[src/vsd_pkg.sv]
// ----------------------------------------------------------------------------
// vsd_pkg: shared types and constants of the velocity shift deposit block
// Opcodes, register indexes, saturation limits and the command and status
// groups that run between the controller and the datapath.
// ----------------------------------------------------------------------------
package vsd_pkg;

    localparam int MAX_EXTENT_DEF = 16;

    localparam int CFG_INDEX_W = 3;
    localparam int CFG_DATA_W  = 16;
    localparam int S_TDATA_W   = 48;
    localparam int M_TDATA_W   = 40;

    localparam logic OP_DEPOSIT = 1'b0;
    localparam logic OP_READ    = 1'b1;

    localparam logic [CFG_INDEX_W-1:0] REG_SHIFT_WHOLE    = 3'd0;
    localparam logic [CFG_INDEX_W-1:0] REG_SHIFT_FRACTION = 3'd1;
    localparam logic [CFG_INDEX_W-1:0] REG_SHIFT_AXIS     = 3'd2;
    localparam logic [CFG_INDEX_W-1:0] REG_SIZE_X         = 3'd3;
    localparam logic [CFG_INDEX_W-1:0] REG_SIZE_Y         = 3'd4;
    localparam logic [CFG_INDEX_W-1:0] REG_SIZE_Z         = 3'd5;

    localparam logic [1:0] AXIS_X = 2'd0;
    localparam logic [1:0] AXIS_Y = 2'd1;

    localparam logic [4:0] SIZE_RESET = 5'd16;

    localparam logic [31:0] SAT_MAX = 32'h7FFF_FFFF;
    localparam logic [31:0] SAT_MIN = 32'h8000_0000;

    // Controller to datapath.
    typedef struct packed {
        logic load;      // capture the accepted item
        logic mul;       // form the rounded low part
        logic rd0;       // read the first target cell
        logic rd1;       // read the second target cell
        logic wr_acc0;   // write first cell plus low part
        logic wr_acc1;   // write second cell plus high part
        logic wr_zero;   // clear the cell that was read
        logic clr;       // clearing pass after reset
        logic out_load;  // load the result register
    } vsd_cmd_t;

    // Datapath to controller.
    typedef struct packed {
        logic op_read;
        logic frac_nz;
        logic clr_last;
        logic out_free;
    } vsd_sts_t;

endpackage

[src/vsd_ctrl.sv]
// ----------------------------------------------------------------------------
// vsd_ctrl: sequencing of one item at a time
// Runs the clearing pass after reset, then steps each item through the
// multiply, the read-modify-write updates of the grid and the result load.
// ----------------------------------------------------------------------------
module vsd_ctrl
    import vsd_pkg::*;
(
    input  logic     aclk,
    input  logic     aresetn,
    input  logic     s_tvalid,
    output logic     s_tready,
    input  vsd_sts_t sts,
    output vsd_cmd_t cmd
);

    typedef enum logic [2:0] {
        S_CLEAR,
        S_IDLE,
        S_MUL,
        S_ACC0,
        S_ACC1,
        S_READ
    } state_t;

    state_t state_reg;
    state_t state_next;

    always_comb begin
        state_next = state_reg;
        cmd        = '0;
        s_tready   = 1'b0;
        unique case (state_reg)
            S_CLEAR: begin
                cmd.clr = 1'b1;
                if (sts.clr_last) begin
                    state_next = S_IDLE;
                end
            end
            S_IDLE: begin
                s_tready = 1'b1;
                if (s_tvalid) begin
                    cmd.load   = 1'b1;
                    state_next = S_MUL;
                end
            end
            S_MUL: begin
                cmd.mul    = 1'b1;
                cmd.rd0    = 1'b1;
                state_next = sts.op_read ? S_READ : S_ACC0;
            end
            S_ACC0: begin
                cmd.wr_acc0 = 1'b1;
                cmd.rd1     = sts.frac_nz;
                state_next  = sts.frac_nz ? S_ACC1 : S_IDLE;
            end
            S_ACC1: begin
                cmd.wr_acc1 = 1'b1;
                state_next  = S_IDLE;
            end
            S_READ: begin
                // The read data stays in the memory output register until
                // the result register frees up.
                if (sts.out_free) begin
                    cmd.out_load = 1'b1;
                    cmd.wr_zero  = 1'b1;
                    state_next   = S_IDLE;
                end
            end
            default: begin
                state_next = S_IDLE;
            end
        endcase
    end

    always_ff @(posedge aclk) begin
        if (!aresetn) begin
            state_reg <= S_CLEAR;
        end else begin
            state_reg <= state_next;
        end
    end

    a_accept_starts: assert property (@(posedge aclk) disable iff (!aresetn)
        (s_tvalid && s_tready) |=> (state_reg == S_MUL))
        else $error("accepted item did not start its multiply step");

    a_mul_branch: assert property (@(posedge aclk) disable iff (!aresetn)
        (state_reg == S_MUL) |=> (state_reg == S_ACC0 || state_reg == S_READ))
        else $error("multiply step not followed by an update or a read");

    a_second_update: assert property (@(posedge aclk) disable iff (!aresetn)
        (state_reg == S_ACC1) |-> sts.frac_nz)
        else $error("second update with a zero fraction");

endmodule

[config.mk]
export PLATFORM = sky130hd
export DESIGN_NAME = vsd_ctrl
export DESIGN_NICKNAME = d
export VERILOG_FILES = /design/src/vsd_pkg.sv /design/src/vsd_ctrl.sv
export SDC_FILE = /design/constraint.sdc
export NUM_CORES = 1
export LEC_CHECK = 0
export BUFFER_PORTS_ARGS = -buffer_cell sky130_fd_sc_hd__buf_2
export CAP_MARGIN = 20
export CORE_AREA = 2 2 39 41
export CTS_BUF_LIST = sky130_fd_sc_hd__clkbuf_16
export CTS_CLUSTER_SIZE = 28
export DETAILED_ROUTE_END_ITERATION = 10
export DIE_AREA = 0 0 41 43
export SYNTH_ARGS = -nofsm -noshare
export SYNTH_HDL_FRONTEND = slang
export SYNTH_SLANG_ARGS = --single-unit
[constraint.sdc]
create_clock -name aclk -period 2.3 [get_ports aclk]
set_clock_uncertainty 0.2 [all_clocks]
set_input_delay 0.23 -clock aclk [delete_from_list [all_inputs] [get_ports aclk]]
set_output_delay 0.23 -clock aclk [all_outputs]
set_load 0.03 [all_outputs]
## Yosys cells after proc, flatten, opt, wreduce, memory -nomap -nowiden

Index checks and enable logic that the tools add are counted.

| storage, ports and cells | value |
|---|---|
| register bits after elaboration | 3 |
| bits in latches | 0 |
| memory bits (writable) | 0 |
| memory bits (read-only) | 0 |
| bits of input ports | 7 |
| output and inout port bits | 10 |
| word-level logic and storage cells | 26 |
| memories | 0 |

| operators by class | value |
|---|---|
| add/subtract/negate cells | 0 |
| multiply operators | 0 |
| div/mod/pow operators | 0 |
| order comparisons | 0 |
| equality and inequality tests | 8 |
| shifts and indexed selects | 0 |
| muxes and demuxes | 15 |
| bitwise gates (word level) | 0 |
| reductions and logical operators | 2 |

Operator list:

| kind | count |
|---|---|
| $mux W3 | 5 |
| $pmux W3 S5 | 1 |
| $mux W1 | 7 |
| $eq A3 B2 Y1 const B | 2 |
| $eq A3 B3 Y1 const B | 2 |
| $ne A2 B2 Y1 const B | 3 |
| $mux W2 | 2 |
| $eq A3 B1 Y1 const B | 1 |
| $logic_not A3 Y1 | 1 |
| $reduce_and A3 Y1 | 1 |

## Depth between registers and ports, before layout

| depth | value |
|---|---|
| word-level depth | 3 |
| depth in mapped cells | 4 |

## Worst setup path after synthesis

OpenSTA, ideal clock, no wires.

| timing path | value |
|---|---|
| path type | register to output |
| from | register state_reg[1] |
| to | output cmd[7] (netlist bit) |
| data arrival time | 1340 ps |
| required time | 1870 ps |
| setup slack | 530 ps |
| cell stages (with the launch flop) | 4 |
| buffers on the path | 1 |
| path through | dfxtp_1 nor2b_2 nor2b_1 buf_4 |

RTL lines:

| what | RTL line | RTL |
|---|---|---|
| start, declared | vsd_ctrl.sv:26 | `state_t state_reg;` |
| start signal, assigned | vsd_ctrl.sv:80 | `state_reg <= state_next;` |
| end, declared | vsd_ctrl.sv:14 | `output vsd_cmd_t cmd` |

==> summary.txt <==
=================================================================================================
Net Count, Synth                                                                               36
Total number of nets in the final design                                                       54
Detailed-route via count                                                                      244
PnR Total Power                                                                            384 µW
Post-CTS resize count                                                                           0
Share of the core filled with cells in the final layout                                     0.282
Number of enable flip-flop cells after synthesis                                                0
Slew at the pin closest to its max-slew limit                                            0.332 ns
Maximum clock frequency                                                                   543 MHz
Setup TNS                                                                                    0 ns
Maximum cell stage delay along the critical path                                          0.50 ns
Routed WL                                                                                  572 µm
Status                                                                               finished clean
Hold violation total from the final report                                                      0
Delay-heaviest family, CP                                                              flip-flops
Hold Startpoint                                                                           aresetn
Startpoint-to-endpoint class of the critical path                                    flip-flop to primary output
Worst setup startpoint                                                               state_reg[0]
Unrepaired setup endpoints after global routing                                             false
DPL Wire Length                                                                            460 µm
Syn Area/Cell                                                                            7.98 µm²
Ranking of synthesized cells by area                                                 dfxtp_1, nor2b_1, buf_4, a211oi_2, and2_1
Crit path buffers/inverters                                                                     1
Total Routing Usage GR                                                                     0.0752
Crit end category                                                                    primary output
Max-cap viol count                                                                              0
Cell type with the largest total area after synthesis                                     dfxtp_1
Final global-route overflow total                                                               0
Ports                                                                                          17
Flop2flop setup slack                                                                     0.99 ns
Worst min path class                                                                 primary input to flip-flop
Flip-flop count of the largest register, all copies and words added                             3
Tmin final                                                                                1.84 ns
Number of global-route vias before repair                                                     211
Synthesized netlist cell count                                                                 29
Static leakage                                                                        0.000204 µW
Post-detailed-route count of antenna-violating nets                                             0
Cells traversed along the worst timing path                                          nor2b_1 -> and2b_1 -> and2_1 -> buf_2
Number of antenna cells inserted                                                                0
Portion of synthesized cell area occupied by the leading cell type                          0.259
Global-route wire length before repair                                                     834 µm
Most used cells in the layout excluding fill and tap cells                           buf_2, nor2b_1, clkbuf_16, dfxtp_1
Final setup violation count                                                                     0
Highest net fanout along the worst path                                                        11
Number of buffers inserted by hold repair at cts                                                0
RePlAce Congestion                                                                          0.760
Buffer depth of the longest clock path                                                          2
Number of distinct library cell variants in the gate-level netlist after synthesis             20
Required time of the critical path                                                        1.87 ns
CP arrival                                                                                1.41 ns
Placeable core region                                                                    1380 µm²
Number of DRC violations after detailed-routing iteration 0                                     7
Worst vdd rail ir drop                                                                 0.000373 V
Crit path launch type                                                                   flip-flop
TritonCTS clock tree                                                                         done
Total number of placement rows                                                                 14
Most instantiated flip-flop cell in the synthesis netlist                                 dfxtp_1
Clock network latency to the later pin of the worst-skew pair                             0.22 ns
Max-slew violations                                                                             0
Ys async rst share                                                                              0
Starting Density                                                                            0.167
Overall die width                                                                           41 µm
CP max stage cell                                                                         dfxtp_1
H-tree depth reported by CTS                                                                    1
Share of the clock period used by the worst path after layout                               0.801
Combined area of all synthesized cells                                                    231 µm²
Most common cell after layout, fill and taps aside                                          buf_2
Pin count of the biggest net entering global routing                                           12
Initial DRT Pass Iterations                                                                     4
Slew HR                                                                                     0.778
# Post-CTS Setup Buffers                                                                        0
Number of antenna violations at the first check in global routing                               0
Die ar.                                                                                  1760 µm²
CTS Root Buffer Type                                                                    clkbuf_16
Count of buffers inserted at the top-level ports                                               16
P per Cell Area                                                                        984 nW/µm²
Number of synthesized register bits                                                             3
Sequential share of the synthesized area                                                    0.259
Worst reg2reg startpoint                                                             state_reg[0]
Synth Warn #                                                                                    0
Routed length per instance                                                                9.23 µm
Die height                                                                                  43 µm
TritonCTS buffer count                                                                          3
Share of cells above drive strength 1                                                       0.478
CTS Sinks                                                                                       3
Clock Pin Slew Worst Setup and Hold Paths                                                 0.03 ns
Drc violations                                                                                  0
Synth-to-Final Area Change                                                                  68.6%
Drt via density                                                                              3.94
=================================================================================================
layer usage:
metal  part of all wire  vias up  global-route usage
met5                  0        -                   0
met1               0.47      102              0.0865
met4                  0        0               0.100
li1                   -      130                   -
met2               0.42       12              0.0875
met3               0.10        0              0.0262
worst min-delay path, cell delays in order:
cell	delay, ns
buf_2	0.12
inv_1	0.06
a211oi_2	0.04
through the flow:
step                      instances  hold slack [ns]  area [µm²]  setup slack, ns
final                            62           0.0840         390            0.458
after global routing             62           0.0882         390            0.370
after CTS                        62           0.0787         390            0.442
after detailed placement         58            0.307         312            0.675
after global placement           58            0.309         312            0.705
after floorplan                  29            0.163         231            0.530
cell type report:
| cell class | count | area [µm²] |
|---|---|---|
| fillers | 148 | 993 |
| multi-input cells | 22 | 148 |
| repair buffers | 16 | 80.1 |
| clock buffers | 3 | 75.1 |
| flip-flops and latches | 3 | 60.1 |
| well taps | 16 | 20.0 |
| clock inverters | 1 | 3.75 |
| inverters | 1 | 3.75 |
power by group:
part	internal [µW]	switching [µW]
clock	224	45.8
sequential	55.7	6.89
combinational	20.2	31.6
total	300	84.3
synthesized netlist by cell type, types with 2 or more instances:
| library cell | n |
|---|---|
| and2_1 | 2 |
| buf_4 | 2 |
| dfxtp_1 | 3 |
| nand2_1 | 2 |
| nor2_1 | 2 |
| nor2b_1 | 4 |
logic make-up after synthesis:
| kind of cell | count (synthesis) | share of synthesized area |
|---|---|---|
| buffers and inverters | 4 | 0.103 |
| AND/OR/NAND/NOR | 17 | 0.465 |
| multiplexers | 1 | 0.0432 |
| AO/OA/AOI/OAI | 4 | 0.130 |
| flip-flops | 3 | 0.259 |
path summary, 6_finish.rpt:
| kind | end | cells after the start |
|---|---|---|
| hold / removal | state_reg[0] | 3 |
| setup reg to reg | state_reg[1] | 3 |
| hold reg to reg | state_reg[1] | 1 |
| setup / recovery | cmd[8] | 4 |
Power figures use the tool's default switching activity.
